<file path="src/design/mbhs_pkg.sv">
package mbhs_pkg;

	localparam int INIT_BUCKETS = 256;
	localparam int NUM_LEVELS   = 4;
	localparam int ROW_SLOTS    = 15;

	localparam int TOTAL_ROWS = INIT_BUCKETS * ((1 << NUM_LEVELS) - 1);
	localparam int ROW_W      = $clog2(TOTAL_ROWS);
	localparam int LV_W       = (NUM_LEVELS > 1) ? $clog2(NUM_LEVELS) : 1;
	localparam int SLOT_W     = (ROW_SLOTS > 1) ? $clog2(ROW_SLOTS) : 1;
	localparam int CNT_W      = 4;

	localparam logic OP_QUERY  = 1'b0;
	localparam logic OP_INSERT = 1'b1;

	localparam logic CFG_HASH_SEED    = 1'b0;
	localparam logic CFG_MAX_ELEMENTS = 1'b1;

	localparam logic [1:0] ST_ABSENT  = 2'd0;
	localparam logic [1:0] ST_PRESENT = 2'd1;
	localparam logic [1:0] ST_FULL    = 2'd2;

	localparam logic [4:0] MAX_ELEMENTS_RST = 5'd8;

	localparam logic [31:0] MM_C1   = 32'hcc9e2d51;
	localparam logic [31:0] MM_C2   = 32'h1b873593;
	localparam logic [31:0] MM_ADD  = 32'he6546b64;
	localparam logic [31:0] MM_LEN  = 32'd4;
	localparam logic [31:0] MM_F1   = 32'h85ebca6b;
	localparam logic [31:0] MM_F2   = 32'hc2b2ae35;

	typedef struct packed {
		logic        operation;
		logic [31:0] key;
		logic [31:0] hash;
	} item_t;

	// first global row of a level
	function automatic logic [ROW_W-1:0] row_base(input logic [LV_W-1:0] lv);
		return ROW_W'(INIT_BUCKETS * ((1 << lv) - 1));
	endfunction

	// bucket index mask of a level (sizes are powers of two)
	function automatic logic [ROW_W-1:0] row_mask(input logic [LV_W-1:0] lv);
		return ROW_W'((INIT_BUCKETS << lv) - 1);
	endfunction

endpackage

</file>
<file path="src/design/mbhs_ifs.sv">
interface mbhs_req_if;
	logic        valid;
	logic        ready;
	logic        operation;
	logic [31:0] key;

	modport source (output valid, output operation, output key, input ready);
	modport sink   (input valid, input operation, input key, output ready);
endinterface


</file>
<file path="src/design/mbhs_front.sv">
module mbhs_front (
	input  logic          clk,
	input  logic          arst_n,
	mbhs_req_if.sink      req,
	input  logic [31:0]   hash_seed,
	output mbhs_pkg::item_t push_item,
	output logic          push,
	input  logic          full
);
	import mbhs_pkg::*;

	typedef enum logic [2:0] {F_IDLE, F_M2, F_M3, F_M4, F_M5, F_PUSH} fstate_t;

	fstate_t     state_q;
	logic        op_q;
	logic [31:0] key_q;
	logic [31:0] x_q;
	logic [31:0] h3;

	function automatic logic [31:0] rotl(input logic [31:0] x, input int r);
		return (x << r) | (x >> (32 - r));
	endfunction

	always_comb begin
		h3 = (rotl(hash_seed ^ x_q, 13) * 32'd5 + MM_ADD) ^ MM_LEN;
		h3 = h3 ^ (h3 >> 16);
	end

	assign req.ready = (state_q == F_IDLE);
	assign push      = (state_q == F_PUSH) && !full;
	assign push_item = '{operation: op_q, key: key_q, hash: x_q ^ (x_q >> 16)};

	always_ff @(posedge clk or negedge arst_n) begin
		if (!arst_n) begin
			state_q <= F_IDLE;
		end else begin
			case (state_q)
				F_IDLE: begin
					if (req.valid) begin
						state_q <= F_M2;
					end
				end
				F_M2:   state_q <= F_M3;
				F_M3:   state_q <= F_M4;
				F_M4:   state_q <= F_M5;
				F_M5:   state_q <= F_PUSH;
				F_PUSH: begin
					if (!full) begin
						state_q <= F_IDLE;
					end
				end
				default: state_q <= F_IDLE;
			endcase
		end
	end

	// one multiply per cycle through the mixing steps
	always_ff @(posedge clk) begin
		case (state_q)
			F_IDLE: begin
				if (req.valid) begin
					op_q  <= req.operation;
					key_q <= req.key;
					x_q   <= req.key * MM_C1;
				end
			end
			F_M2:    x_q <= rotl(x_q, 15) * MM_C2;
			F_M3:    x_q <= h3;
			F_M4:    x_q <= x_q * MM_F1;
			F_M5:    x_q <= (x_q ^ (x_q >> 13)) * MM_F2;
			default: x_q <= x_q;
		endcase
	end
endmodule

</file>
<file path="src/flat_wrapper.sv">
// flat-port wrapper written by rule: the top's interface ports become plain ports
module mbhs_front_flat import mbhs_pkg::*;
  (clk, arst_n, hash_seed, push_item, push, full, req_valid, req_operation, req_key, req_ready);
  mbhs_req_if req_i ();
  input  logic clk;
  input  logic arst_n;
  input  logic [31:0] hash_seed;
  output mbhs_pkg::item_t push_item;
  output logic push;
  input  logic full;
  input wire logic [$bits(req_i.valid)-1:0] req_valid;
  input wire logic [$bits(req_i.operation)-1:0] req_operation;
  input wire logic [$bits(req_i.key)-1:0] req_key;
  output wire logic [$bits(req_i.ready)-1:0] req_ready;
  assign req_i.valid = req_valid;
  assign req_i.operation = req_operation;
  assign req_i.key = req_key;
  assign req_ready = req_i.ready;
  mbhs_front u_core (.clk(clk), .arst_n(arst_n), .req(req_i), .hash_seed(hash_seed), .push_item(push_item), .push(push), .full(full));
endmodule
</file>
<file path="config.mk">
export PLATFORM = sky130hd
export DESIGN_NAME = mbhs_front_flat
export DESIGN_NICKNAME = d
export VERILOG_FILES = /design/src/design/mbhs_pkg.sv /design/src/design/mbhs_ifs.sv /design/src/design/mbhs_front.sv /design/src/flat_wrapper.sv
export SDC_FILE = /design/constraint.sdc
export NUM_CORES = 2
export LEC_CHECK = 0
export BUFFER_PORTS_ARGS = -buffer_cell sky130_fd_sc_hd__buf_2
export CORE_UTILIZATION = 30
export CTS_CLUSTER_SIZE = 40
export DETAILED_ROUTE_END_ITERATION = 10
export HOLD_SLACK_MARGIN = 0.05
export RECOVER_POWER = 25
export SLEW_MARGIN = 40
export SYNTH_ARGS = -nofsm -noshare
export SYNTH_HDL_FRONTEND = slang
export SYNTH_SLANG_ARGS = --single-unit
</file>
<file path="constraint.sdc">
create_clock -name clk -period 8.7 [get_ports clk]
set_input_delay 0.435 -clock clk [delete_from_list [all_inputs] [get_ports clk]]
set_output_delay 0.435 -clock clk [all_outputs]
set_load 0.05 [all_outputs]
</file>
# Yosys cells after proc, flatten, opt, wreduce, memory -nomap -nowiden
# Cells that the tools add are included.
# classes
add_sub_neg	1
multipliers	5
eq_ne	7
muxes	5
bitwise	7
n_reduce_logical	7
# ops
operator	count
case mux 32 bit (5 select lines)	1
multiplier 32 x 31 -> 32 bit (second input constant)	2
bitwise XOR 32 x 16 -> 32 bit	2
adder 32 bit (second input constant)	1
multiplier 32 x 29 -> 32 bit (second input constant)	1
multiplier 32 x 3 -> 32 bit (second input constant)	1
multiplier 32 x 32 -> 32 bit (second input constant)	1
2-to-1 mux 32 bit	1
bitwise OR 32 x 13 -> 32 bit	1
bitwise OR 32 x 15 -> 32 bit	1
bitwise XOR 32 x 19 -> 32 bit	1
bitwise XOR 32 bit	1
case mux 3 bit (6 select lines)	1
== test 3 x 2 -> 1 bit (second input constant)	2
== test 3 bit (second input constant)	2
2-to-1 mux 3 bit	2
AND reduction 2 bit	3
nonzero test 5 bit	1
!= test 2 bit (second input constant)	2
== test 3 x 1 -> 1 bit (second input constant)	1
zero test 3 bit	1
logical AND 1 bit	1
zero test 1 bit	1
inverter 1 bit	1
# totals
ff_bits	68
output_inout_bits	67
wordCells	36

# Logic depth before layout (Yosys ltp)
# logic_depth
word_depth	7
ltp_mapped	28

# Worst setup path after synthesis
# No wires, ideal clock.
# synth_timing
kind	register -> register
start	register u_core.x_q[22]
end	register u_core.x_q[31], data pin
setup_time_ns	0.272
t_arrival_ns	7.173
t_required_ns	8.428
slack_ns	1.256
stages_incl_launch_ff	25
path_buffers	1
path_cell_list	edfxtp_1 -> clkbuf_1 -> xor2_1 -> ha_1 -> ha_1 -> a21oi_1 -> fa_1 -> fa_1 -> inv_1 -> fa_1 -> fa_1 -> fa_1 -> inv_1 -> fa_1 -> inv_1 -> ha_1 -> a21o_1 -> a21oi_1 -> or3b_2 -> o21ai_0 -> a311oi_1 -> nor3_1 -> o21a_1 -> xnor2_1 -> o211ai_1
# synth_via
elab_chain_cells	6
# synth_rtl
item	line_no	rtl
start, declared	mbhs_front.sv:17	logic [31:0] x_q;
start signal, assigned	mbhs_front.sv:64	x_q <= req.key * MM_C1;
start signal, assigned	mbhs_front.sv:67	F_M2: x_q <= rotl(x_q, 15) * MM_C2;
start signal, assigned	mbhs_front.sv:69	F_M4: x_q <= x_q * MM_F1;
bitwise XOR 32 bit	mbhs_front.sv:25	h3 = (rotl(hash_seed ^ x_q, 13) * 32'd5 + MM_ADD) ^ MM_LEN;
bitwise OR 32 x 13 -> 32 bit	mbhs_front.sv:21	return (x << r) | (x >> (32 - r));
multiplier 32 x 3 -> 32 bit	mbhs_front.sv:25	
adder 32 bit	mbhs_front.sv:25	
bitwise XOR 32 x 16 -> 32 bit	mbhs_front.sv:26	h3 = h3 ^ (h3 >> 16);
case mux 32 bit (5 select lines) (*)	mbhs_front.sv:59	case (state_q)
# Every way passes the cells marked *; elsewhere a longest branch is shown, timed or not.
# A chain may end at the register's enable or synchronous reset.

# Final worst setup path
# layout_timing
start	register u_core.x_q[3]
end	register u_core.x_q[31], data pin
# The elaborated chain is that of the path after synthesis.

==> run summary <==
Status: finished clean
Gate Count Post-Synth: 3866
Residual DRC: 0
Post-Synthesis Net Count: 5417
Post-CTS Resized: 0
Final count of hold timing violations: 0
First-pass DRT Iterations: 7
Most frequent cells in the layout: 1189 x inv_1, 751 x ha_1, 731 x fa_1
Grt peak-use layer: met2
Final setup violation count: 0
EDFF count, synth: 65
Critical Path Source: u_core.x_q[3]
Global-route wire length before repair: 196000 um
RD Place Congestion: 1.02
Detailed Route Iter0 Violations: 2128
Share of cells above drive strength 1: 5.10%
Slowest stage cell, crit path: xnor2_1
Cell Area, Synth: 38100 um^2
CP required: 8.80 ns
Clk_skew: 0.0158 ns
Actual slew at the worst max-slew pin: 1.28 ns
Reg clk slew, reported paths: 0.07 ns
Number of global-route vias before repair: 29700
Worst hold path class: in2reg
Wire per inst: 23.1 um
Placed cells: 5668
CP endpoint kind: register
Fraction of registers with async set/reset: 4.41%
Startpoint types: register
Initial core utilization: 30.3%
Crit path max fanout: 6
Antenna viol nets, final: 0
Die Y: 358 um
Post-Route Setup TNS: 0 ns
Met3 usage: 4.55%
Clock Tree Root: clkbuf_16
Clk sinks: 68
Grt total ovfl: 0
FF-to-FF path depth: 24
FF-to-FF setup slack: 0.65 ns
Initial antenna violation count: 3
Hold Path Cell Cnt: 1
Die area: 128000 um^2
CTS buffer count: 9
Final wirelength: 131000 um
Via count: 27400
Max-slew headroom: 14.9%
Final min period: 8.05 ns
Port Buf Inserts: 135
FF+latch count, synth: 68
Global Route Usage Sum: 21.0%
Post-Route Utilization: 32.9%
Max incr delay on CP: 0.74 ns
Post-route non-filler standard cell count: 5687
Seq/Total Area, Yosys: 5.32%
Maxcap violations: 0
Clock Path Buffers: 2
Num rows: 130
Fmax: 124 MHz
WS Path Type: reg2reg
Final-layout fill cell count: 13100
WHS: 0.238 ns
GR Layer Usage met2: 33.5%
Commonest non-fill, non-tap cell in the layout: inv_1
Warnings from Yosys: 0
Cells along the critical path: xnor2_1 -> inv_1 -> ha_1 -> inv_1 -> fa_1 -> fa_1 -> inv_1 -> fa_1 -> ha_1 -> ha_1 -> fa_1 -> inv_1 -> fa_1 -> inv_1 -> ha_1 -> o21ai_0 -> a22o_1 -> nor4_1 -> nor2_1 -> a311oi_1 -> nor3_1 -> o21a_1 -> xnor2_1 -> o211ai_1
Syn_area_per_cell: 9.86 um^2
Hold_sp: req_operation
Top Ports: 136
Drt via density: 4.81
Met1 usage: 28.4%
Nets: 5583
Worst-Skew Late Latency: 0.38 ns
Ys flop type: edfxtp_1
Die X-Extent: 358 um
Worst R2R End: u_core.x_q[31]
H-tree Lvls: 3
R2r startpoint: u_core.x_q[3]
Diode count: 0
Crit path arrival time: 8.15 ns
Final Cycle Share: 92.5%
Largest net degree at the start of global routing: 40
Slew Limit Fails: 0
CTS tree: done
RSZ-0062 raised after global routing: false
HPWL Detailed: 117000 um
Netlist cell types: 79
Area Overhead vs Synth: 8.83%
Core area: 126000 um^2
Worst Hold End: u_core.op_q
Yosys cell counts, types with 6 or more instances:
cell type / number / area [um^2]
a31oi_1: 13 / 81.3
mux2i_1: 11 / 110
o211ai_1: 6 / 45.0
a22oi_1: 12 / 90.1
xor2_1: 119 / 1040
o21ai_0: 81 / 405
inv_1: 1189 / 4460
nor3_1: 27 / 135
nand2b_1: 12 / 75.1
nand3_1: 29 / 145
edfxtp_1: 65 / 1950
a211o_1: 7 / 61.3
clkbuf_1: 35 / 131
a221oi_1: 8 / 70.1
and3_1: 13 / 81.3
o31ai_1: 7 / 52.6
o22ai_1: 17 / 106
nor2b_1: 18 / 113
o21bai_1: 15 / 113
nand2_1: 73 / 274
a21oi_1: 119 / 596
a21o_1: 49 / 368
fa_1: 731 / 14600
a211oi_1: 16 / 120
nor2_1: 82 / 308
o21a_1: 23 / 173
buf_4: 17 / 128
o221ai_1: 8 / 70.1
ha_1: 751 / 9400
nand4_1: 8 / 50.1
or2_2: 7 / 43.8
xnor2_1: 207 / 1810
worst max-delay path by stage:
stage                endpoint  slack, ns
3_5_place_dp   u_core.x_q[31]       0.43
6_report       u_core.x_q[31]       0.65
2_1_floorplan  u_core.x_q[31]       1.26
3_3_place_gp   u_core.x_q[31]       0.53
5_1_grt        u_core.x_q[31]       0.30
4_1_cts        u_core.x_q[31]       0.38
metrics by stage:
stage | area [um^2] | worst slack [ns]
after floorplan | 38100 | 1.26
after global placement | 41100 | 0.530
after detailed placement | 41200 | 0.426
after CTS | 41500 | 0.384
after global routing | 41500 | 0.297
final | 41500 | 0.649
kinds of logic after synthesis:
family / Yosys count / share of synthesized area (%)
AO/OA/AOI/OAI: 438 / 7.60
XOR/XNOR: 327 / 7.55
adder cells (fa/ha/maj): 1482 / 63.0
buffers and inverters: 1245 / 12.4
flip-flops: 68 / 5.32
multiplexers: 14 / 0.407
AND/OR/NAND/NOR: 292 / 3.64
final cells by class:
type | count | area [um^2] | share of cell area (%)
Multi-Input combinational cell | 2553 | 31400 | 75.7
Tap cell | 1650 | 2060 | 4.98
Inverter | 1191 | 4470 | 10.8
Timing Repair Buffer | 209 | 1210 | 2.91
Sequential cell | 68 | 2030 | 4.89
Clock inverter | 7 | 98.8 | 0.238
Clock buffer | 9 | 225 | 0.543
registers in the layout, summed over array words and instances, names as in the netlist:
name            flops
u_core.state_q      3
u_core.x_q         32
u_core.op_q         1
u_core.key_q       32
routing by layer:
layer	share of wire, %	vias to the layer above
li1	-	12300
met4	3.3	4
met2	45	1073
met1	43	13800
met3	8.3	178
met5	0.075	-
worst max-delay path, delay by kind of cell (launching register included):
family                   cells  cell delay [ns]
XOR/XNOR                     2             1.04
adder cells (fa/ha/maj)      9             3.79
buffers and inverters        5             0.44
flip-flops                   1             0.63
AND/OR/NAND/NOR              3             0.66
AO/OA/AOI/OAI                5             1.20
repair_timing:
action	CTS	global route
setup buffers	0	0
endpoints found under the setup margin	0	0
hold buffers	1	0
hold endpoints to repair	3	0
Power is not shown: default switching activity piles up to over one toggle a cycle in this logic, so the estimate is an artifact.
