===== config.mk =====
export PLATFORM = sky130hd
export DESIGN_NAME = mbhs_queue
export DESIGN_NICKNAME = d
export VERILOG_FILES = /design/src/design/mbhs_pkg.sv /design/src/design/mbhs_queue.sv
export SDC_FILE = /design/constraint.sdc
export NUM_CORES = 1
export LEC_CHECK = 0
export ABC_CLOCK_PERIOD_IN_PS = 8900
export BUFFER_PORTS_ARGS = -buffer_cell sky130_fd_sc_hd__buf_2
export CORE_UTILIZATION = 57
export CTS_BUF_LIST = sky130_fd_sc_hd__clkbuf_2
export DETAILED_ROUTE_END_ITERATION = 8
export GPL_TIMING_DRIVEN = 1
export HOLD_SLACK_MARGIN = 0.02
export PLACE_DENSITY = 0.83
export SETUP_SLACK_MARGIN = 0.3
export SLEW_MARGIN = 20
export SYNTH_ARGS = -nofsm -noshare
export SYNTH_HDL_FRONTEND = slang
export SYNTH_SLANG_ARGS = --single-unit
export TNS_END_PERCENT = 5

===== constraint.sdc =====
create_clock -name clk -period 8.9 [get_ports clk]
set_clock_uncertainty 0.15 [all_clocks]
set_input_delay 1.335 -clock clk [delete_from_list [all_inputs] [get_ports clk]]
set_output_delay 1.335 -clock clk [all_outputs]
set_load 0.02 [all_outputs]

===== src/design/mbhs_pkg.sv =====
package mbhs_pkg;

	localparam int INIT_BUCKETS = 256;
	localparam int NUM_LEVELS   = 4;
	localparam int ROW_SLOTS    = 15;

	localparam int TOTAL_ROWS = INIT_BUCKETS * ((1 << NUM_LEVELS) - 1);
	localparam int ROW_W      = $clog2(TOTAL_ROWS);
	localparam int LV_W       = (NUM_LEVELS > 1) ? $clog2(NUM_LEVELS) : 1;
	localparam int SLOT_W     = (ROW_SLOTS > 1) ? $clog2(ROW_SLOTS) : 1;
	localparam int CNT_W      = 4;

	localparam logic OP_QUERY  = 1'b0;
	localparam logic OP_INSERT = 1'b1;

	localparam logic CFG_HASH_SEED    = 1'b0;
	localparam logic CFG_MAX_ELEMENTS = 1'b1;

	localparam logic [1:0] ST_ABSENT  = 2'd0;
	localparam logic [1:0] ST_PRESENT = 2'd1;
	localparam logic [1:0] ST_FULL    = 2'd2;

	localparam logic [4:0] MAX_ELEMENTS_RST = 5'd8;

	localparam logic [31:0] MM_C1   = 32'hcc9e2d51;
	localparam logic [31:0] MM_C2   = 32'h1b873593;
	localparam logic [31:0] MM_ADD  = 32'he6546b64;
	localparam logic [31:0] MM_LEN  = 32'd4;
	localparam logic [31:0] MM_F1   = 32'h85ebca6b;
	localparam logic [31:0] MM_F2   = 32'hc2b2ae35;

	typedef struct packed {
		logic        operation;
		logic [31:0] key;
		logic [31:0] hash;
	} item_t;

	// first global row of a level
	function automatic logic [ROW_W-1:0] row_base(input logic [LV_W-1:0] lv);
		return ROW_W'(INIT_BUCKETS * ((1 << lv) - 1));
	endfunction

	// bucket index mask of a level (sizes are powers of two)
	function automatic logic [ROW_W-1:0] row_mask(input logic [LV_W-1:0] lv);
		return ROW_W'((INIT_BUCKETS << lv) - 1);
	endfunction

endpackage


===== src/design/mbhs_queue.sv =====
module mbhs_queue (
	input  logic            clk,
	input  logic            arst_n,
	input  logic            push,
	input  mbhs_pkg::item_t push_item,
	output logic            full,
	input  logic            pop,
	output mbhs_pkg::item_t pop_item,
	output logic            empty
);
	import mbhs_pkg::*;

	item_t      mem_q [2];
	logic       wp_q;
	logic       rp_q;
	logic [1:0] cnt_q;

	assign full     = (cnt_q == 2'd2);
	assign empty    = (cnt_q == 2'd0);
	assign pop_item = mem_q[rp_q];

	always_ff @(posedge clk or negedge arst_n) begin
		if (!arst_n) begin
			wp_q  <= 1'b0;
			rp_q  <= 1'b0;
			cnt_q <= 2'd0;
		end else begin
			if (push) begin
				wp_q <= ~wp_q;
			end
			if (pop) begin
				rp_q <= ~rp_q;
			end
			case ({push, pop})
				2'b10:   cnt_q <= cnt_q + 2'd1;
				2'b01:   cnt_q <= cnt_q - 2'd1;
				default: cnt_q <= cnt_q;
			endcase
		end
	end

	always_ff @(posedge clk) begin
		if (push) begin
			mem_q[wp_q] <= push_item;
		end
	end
endmodule


### After elaboration in Yosys (flattened, before gate mapping)

Memories as Yosys holds them, arrays and structs flattened.
Cells that the tools add are included.

* memory bits (writable): 130
* memories: 1
* latch bits: 0
* bits in read-only memories: 0
* bits in registers: 4
* logic and storage cells: 16
* output and inout port bits: 67

* eq/ne operators: 3
* add/subtract/negate cells: 2
* reductions and logical operators: 2
* multiplexer cells: 3
* bitwise operators: 2
* magnitude comparators: 0
* divide/modulo/power cells: 0
* shifts and indexed selects: 0
* multiply operators: 0

Memory list
* mem_q: depth 2, bits a word 65, read ports 1, clocked after memory_dff 0, write ports 1, RTL line mbhs_queue.sv:13 `item_t mem_q [2];`

Operator list (number)
* 2-bit == test (second input constant): 2
* 2-bit one-hot mux with 2 select lines: 1
* 2-bit by 1-bit adder with 2-bit output (second input constant): 1
* 2-bit by 1-bit == test with 1-bit output (second input constant): 1
* 2-bit logical NOT: 1
* 1-bit 2-to-1 mux: 2
* 1-bit NOT: 2
* 2-bit nonzero test: 1
* 2-bit by 1-bit subtractor with 2-bit output (second input constant): 1

### Longest topological paths before layout

Gate-level depths: netlist of run 1.

* word-level depth: 2
* gate-level depth with buffers: 5

### Least setup slack after synthesis of run 1

No wires, ideal clock.

* kind: input to register
* from: in push
* to: mem mem_q[0][0] in the netlist's numbering, enable pin
* path slack: 4140 ps
* stages: 2
* path buffers: 0
* arrival: 4120 ps
* path through: inv_1 nor2_1

* longest elaborated chain between the ends: 2

RTL lines
* from (decl): RTL line mbhs_queue.sv:4 `input logic push,`
* 1-bit 2-to-1 mux: RTL line mbhs_queue.sv:43 `if (push) begin`
* 1-bit 2-to-1 mux (implied by the code): RTL line mbhs_queue.sv:44 `mem_q[wp_q] <= push_item;`
* to (decl): RTL line mbhs_queue.sv:13

Every way passes these cells.

==> key figures, run 1 <==
Status
  – Status: completed

Setup path
  – Worst Path Arrival: 2.45 ns
  – CP Capture Type: output port
  – Crit-path max FO: 66
  – Kind of critical path: flip-flop to output port
  – Reg2reg path depth: 2
  – Nature of the critical path startpoint: flip-flop
  – CP required: 7.41 ns

Flow run
  – Max-Cap Viols: 0

Layout
  – Diode count: 0
  – Utilization after layout: 72.4%
  – Nets: 437
  – Register Area: 4010 um2
  – Area of the multi-input gates: 971 um2
  – Fraction of layout cells with a size suffix above 1: 62.1%
  – Area Overhead vs Synth: 20.5%
  – Fill count: 552

Die
  – Die area: 9220 um2
  – Starting Density: 60.1%
  – Row count: 33
  – Vert. Die Dim: 96.0 um
  – IO Pins: 136
  – Die X: 96.0 um
  – Core ar.: 8380 um2

Placed design
  – Routability cong.: 0.640
  – Hpwl dp: 5290 um
  – PortBufs: 135

Min path
  – Hold Crit Class: input port to async pin

Drt
  – Post-Route WL: 7960 um
  – DRT Pass-1 Iters: 6
  – Routed vias/inst: 5.13
  – Drc violations: 0
  – Via count: 2488
  – Antenna-violating nets left: 0
  – DR WL/cell: 16.4 um
  – DR iter-0 viols: 98

Clocking
  – Post CTS Setup Buffer Count: 0
  – CTS tree: built
  – CTS Buf Count: 17
  – # hold bufs at CTS: 0
  – Sink Count: 134
  – Clk_lat worst skew: 0.58 ns
  – Clk slew on worst S/H paths: 0.19 ns
  – CTS Buffer Depth: 2
  – Clock tree root buffer cell: clkbuf_2
  – H-tree Lvls: 4
  – Post-CTS resize count: 0

Timing
  – Setup TNS: 0 ns
  – Final Max Slew Viols: 0
  – Fmax: 254 MHz
  – # setup viols final: 0
  – Worst rel slew slack: 24.5%
  – Unrepaired setup endpoints after global routing: no
  – Worst slew pin tran: 1.13 ns
  – Tmin final: 3.94 ns
  – Hold violation count in the final report: 0
  – Final Cycle Share: 44.3%

Yosys
  – Syn Inst Count: 218
  – Count leader, synth: edfxtp_1
  – Top FF cell, synth: edfxtp_1
  – Flops & latches, synth: 134
  – Share of the synthesized area in the top cell type: 77.5%
  – Top cells by count, synth: edfxtp_1, mux2_4, mux2_2, buf_6, dfrtp_1
  – Cell taking the most area after synthesis: edfxtp_1
  – Post-Syn Nets: 288
  – Synth Cell Area: 5040 um2
  – Synth top area cells: edfxtp_1, mux2_4, mux2_2
  – Distinct cells, synth: 13
  – Async SR Flop Fraction: 2.99%
  – Sequential share of the synthesized area: 79.5%
  – Mean post-synth cell area: 23.1 um2
  – Number of enable flip-flop cells after synthesis: 130
  – Ys Warns: 0

Pwr
  – Peak VDD IR: 183 uV
  – Internal Power: 1.29 mW
  – Cell leakage power: 2.44 nW
  – Switching Power: 0.644 mW
  – PwrDens: 320 nW/um2
  – Clock Power Share: 19.5%
  – Tot Pwr: 1.94 mW
  – Logic pwr share: 31.9%
  – Switching power share of the total: 33.2%
  – Sequential power share: 48.6%

Global route
  – Total gr overflow: 0
  – Initial antenna violation count: 0
  – Total track usage: 18.3%
  – Largest net degree at the start of global routing: 67
  – Vias in the first global route: 2540
  – First-pass GRT wire length: 11800 um
-- sequential cells by signal (all words and copies together), names as in the netlist --
name   flops
rp_q       1
mem_q    130
cnt_q      2
wp_q       1
-- logic make-up after synthesis --
logic type	after synthesis	share of synthesized area [%]
DFF	134	79.5
muxes	65	17.5
buffers and inverters	8	1.39
xor gates and xnor gates	5	0.870
and+or+nand+nor	5	0.472
adders and majority gates	1	0.248
-- critical path: stages, from the launching register on --
cell     delay [ns]
dfrtp_4        1.13
mux2_2         0.44
buf_2          0.16
-- path summary, 6_finish.rpt --
path,start,to,slack [ns]
max,rp_q$_DFFE_PN0P_,pop_item[52],4.96
min,arst_n,cnt_q[1]$_DFFE_PN0P_,0.33
max reg2reg,wp_q$_DFFE_PN0P_,mem_q[0][40]$_DFFE_PP_,6.74
min reg2reg,cnt_q[1]$_DFFE_PN0P_,cnt_q[1]$_DFFE_PN0P_,0.36
max in group asynchronous,arst_n,rp_q$_DFFE_PN0P_,8.09
min in group clk,cnt_q[1]$_DFFE_PN0P_,cnt_q[1]$_DFFE_PN0P_,0.36
-- power groups by stage --
stage	Combinational, mW	Sequential, mW	Clock, mW
6_report	0.619	0.942	0.378
5_1_grt	0.663	0.959	0.413
4_1_cts	0.628	0.945	0.388
3_5_place_dp	0.626	0.961	0
3_3_place_gp	0.618	0.953	0
2_1_floorplan	0.526	0.884	0
-- metal layers --
metal / up-vias / GRT usage [%] / wire [um]
met3: 9 / 8.85 / 679
met1: 1195 / 21.8 / 3410
li1: 1162 / - / -
met2: 122 / 29.1 / 3800
met5: - / 0 / 0
met4: 0 / 6.22 / 72
-- cell usage in the layout (no fill, tap or decap) --
| master | Yosys | layout |
|---|---|---|
| bufinv_16 | 0 | 3 |
| clkinv_1 | 0 | 1 |
| nor2_1 | 3 | 2 |
| clkinv_4 | 0 | 3 |
| clkinvlp_4 | 0 | 1 |
| edfxtp_1 | 130 | 130 |
| buf_4 | 0 | 2 |
| clkinv_2 | 0 | 2 |
| xnor2_1 | 2 | 2 |
| dfrtp_4 | 0 | 1 |
| and2_2 | 0 | 1 |
| inv_6 | 0 | 4 |
| nor2b_1 | 1 | 1 |
| nor2_4 | 0 | 1 |
| mux2_4 | 40 | 40 |
| clkbuf_2 | 0 | 18 |
| mux2_2 | 25 | 25 |
| xor2_1 | 3 | 3 |
| ha_1 | 1 | 1 |
| buf_2 | 2 | 135 |
| inv_1 | 1 | 1 |
| dfrtp_1 | 4 | 3 |
-- area by class of cell --
class,count,area share (%)
clock buffer,18,1.48
clock inverter,14,2.85
inverter,1,0.0619
multi-input combinational,76,16.0
sequential,134,66.1
tap,105,2.17
timing repair buffer,137,11.4
-- stage by stage --
step | hold slack, ns | worst slack [ns] | instances | area, um2
floorplan | 0.306 | 4.14 | 218 | 5040
global placement | 0.326 | 5.65 | 453 | 5800
detailed placement | 0.336 | 5.59 | 453 | 5800
CTS | 0.268 | 4.92 | 485 | 6070
global route | 0.218 | 4.80 | 485 | 6070
finish | 0.333 | 4.96 | 485 | 6070
No activity file was read; power rests on OpenSTA's default activity.
==> inputs of run 2 (changes only) <==
--- a/config.mk
+++ b/config.mk
@@ -5,14 +5,14 @@
 export SDC_FILE = /design/constraint.sdc
 export NUM_CORES = 1
 export LEC_CHECK = 0
-export ABC_CLOCK_PERIOD_IN_PS = 8900
+export ABC_CLOCK_PERIOD_IN_PS = 4050
 export BUFFER_PORTS_ARGS = -buffer_cell sky130_fd_sc_hd__buf_2
-export CORE_UTILIZATION = 57
+export CORE_UTILIZATION = 54
 export CTS_BUF_LIST = sky130_fd_sc_hd__clkbuf_2
 export DETAILED_ROUTE_END_ITERATION = 8
 export GPL_TIMING_DRIVEN = 1
 export HOLD_SLACK_MARGIN = 0.02
-export PLACE_DENSITY = 0.83
+export PLACE_DENSITY = 0.79
 export SETUP_SLACK_MARGIN = 0.3
 export SLEW_MARGIN = 20
 export SYNTH_ARGS = -nofsm -noshare
==> constraint.sdc (replaced) <==
create_clock -name clk -period 4.05 [get_ports clk]
set_clock_uncertainty 0.15 [all_clocks]
set_input_delay 0.6075 -clock clk [delete_from_list [all_inputs] [get_ports clk]]
set_output_delay 0.6075 -clock clk [all_outputs]
set_load 0.02 [all_outputs]
==> run 2 against run 1 <==
Cell area is 12% higher. First-iteration DRC count grew 11%. Final cell count grew 14%. Flip-flop and latch count did not move. Critical path type unchanged. Largest cell class unchanged.
==> key figures, run 2 (same netlist as run 1, synthesis figures left out) <==
Clocking
  – Clock tree root buffer cell: clkbuf_2
  – Post CTS Setup Buffer Count: 0
  – H-tree Lvls: 4
  – Post-CTS resize count: 0
  – CTS Buf Count: 17
  – CTS Buffer Depth: 2
  – CTS tree: built
  – Sink Count: 134
  – Clk slew on worst S/H paths: 0.18 ns
  – Clk_lat worst skew: 0.61 ns
  – # hold bufs at CTS: 68

Setup path
  – Kind of critical path: flip-flop to output port
  – Nature of the critical path startpoint: flip-flop
  – Worst Path Arrival: 2.47 ns
  – CP startpoint: rp_q$_DFFE_PN0P_
  – Crit-path max FO: 66
  – Worst R2R Setup Slack: 2.05 ns
  – CP required: 3.29 ns
  – CP Capture Type: output port
  – Reg2reg start: wp_q$_DFFE_PN0P_

Timing
  – Final Cycle Share: 79.7%
  – Fmax: 310 MHz
  – Worst slew pin tran: 1.10 ns
  – Setup TNS: 0 ns
  – # setup viols final: 0
  – Final Max Slew Viols: 0
  – Unrepaired setup endpoints after global routing: no
  – Hold violation count in the final report: 0
  – Tmin final: 3.23 ns
  – Hold_ws: 0.141 ns
  – Worst rel slew slack: 26.4%

Die
  – Die area: 9720 um2
  – IO Pins: 136
  – Core ar.: 8890 um2
  – Starting Density: 56.6%
  – Die X: 98.6 um
  – Row count: 34
  – Vert. Die Dim: 98.6 um

Drt
  – Drc violations: 0
  – Routed vias/inst: 4.99
  – Post-Route WL: 9100 um
  – Via count: 2762
  – Antenna-violating nets left: 0
  – DR WL/cell: 16.4 um
  – DRT Pass-1 Iters: 4
  – DR iter-0 viols: 109

Layout
  – Most frequent cells in the layout: buf_2, edfxtp_1, dlygate4sd3_1
  – Fraction of layout cells with a size suffix above 1: 52.7%
  – Area Overhead vs Synth: 35.2%
  – Reg with most FFs: mem_q
  – Commonest non-fill, non-tap cell in the layout: buf_2
  – Fill count: 514
  – Nets: 505
  – Area of the multi-input gates: 971 um2
  – Diode count: 0
  – Top flop regs: mem_q (130), cnt_q (2)
  – Register Area: 4010 um2
  – Number of flip-flops under the largest register name: 130

Pwr
  – PwrDens: 652 nW/um2
  – Clock Power Share: 20.8%
  – Logic pwr share: 32.5%
  – Peak VDD IR: 406 uV
  – Switching power share of the total: 32.1%
  – Sequential power share: 46.6%
  – Internal Power: 3.01 mW
  – Cell leakage power: 2.73 nW
  – Switching Power: 1.43 mW

Placed design
  – PortBufs: 135
  – Hpwl dp: 5210 um
  – Routability cong.: 0.628

Flow run
  – Max-Cap Viols: 0

Min path
  – Hold Crit Class: input port to async pin

Status
  – Status: completed

Global route
  – Total track usage: 19.7%
  – Largest net degree at the start of global routing: 67
  – Vias in the first global route: 2954
  – Initial antenna violation count: 0
  – First-pass GRT wire length: 14000 um
  – Total gr overflow: 0
[run 2: cell count changes in the layout (fill, tap and decap cells not counted), sizes merged]
cell / change
clkinvlp: +2
inv: -3
bufinv: +2
clkinv: -3
dlygate4sd3: +68
[run 2: final timing paths]
check                                    endpoint  cells after the start
min in group clk             cnt_q[1]$_DFFE_PN0P_                      1
setup reg to reg           mem_q[1][22]$_DFFE_PP_                      2
hold / removal                   rp_q$_DFFE_PN0P_                      2
max in group asynchronous        wp_q$_DFFE_PN0P_                      2
hold reg to reg              cnt_q[1]$_DFFE_PN0P_                      1
setup / recovery                      pop_item[0]                      2
[run 2: through the flow]
step	utilization, %	cells	setup slack, ns	total power, mW	cell area, um2
after floorplan	-	218	1.14	3.09	5040
after global placement	65.6	456	1.52	3.47	5830
after detailed placement	65.6	456	1.53	3.50	5830
after CTS	76.6	554	0.773	4.47	6810
after global routing	76.6	554	0.691	4.64	6810
final	76.6	554	0.823	4.44	6810
[run 2: layout make-up]
type / instances / area share (%)
Inverter: 1 / 0.0551
Clock buffer: 18 / 1.32
Sequential cell: 134 / 58.9
Tap cell: 108 / 1.98
Timing Repair Buffer: 205 / 20.5
Clock inverter: 12 / 3.00
Multi-Input combinational cell: 76 / 14.3
[run 2: routing by layer]
| metal | share of wire, % | GRT usage [%] | vias up |
|---|---|---|---|
| li1 | - | - | 1303 |
| met1 | 41 | 21.5 | 1328 |
| met2 | 52 | 35.4 | 115 |
| met3 | 6.3 | 6.81 | 16 |
| met4 | 1.3 | 7.23 | 0 |
| met5 | 0 | 0 | - |
[run 2: power by group through the flow]
| stage | clock [mW] | sequential [mW] | combinational [mW] |
|---|---|---|---|
| global placement | 0 | 2.09 | 1.38 |
| global route | 1.00 | 2.11 | 1.53 |
| detailed placement | 0 | 2.11 | 1.39 |
| CTS | 0.949 | 2.08 | 1.45 |
| finish | 0.925 | 2.07 | 1.44 |
| floorplan | 0 | 1.94 | 1.16 |
[run 2: worst max-delay path: stages, from the launching register on]
cell and delay, ns:
dfrtp_4 1.14, mux2_2 0.43, buf_2 0.16
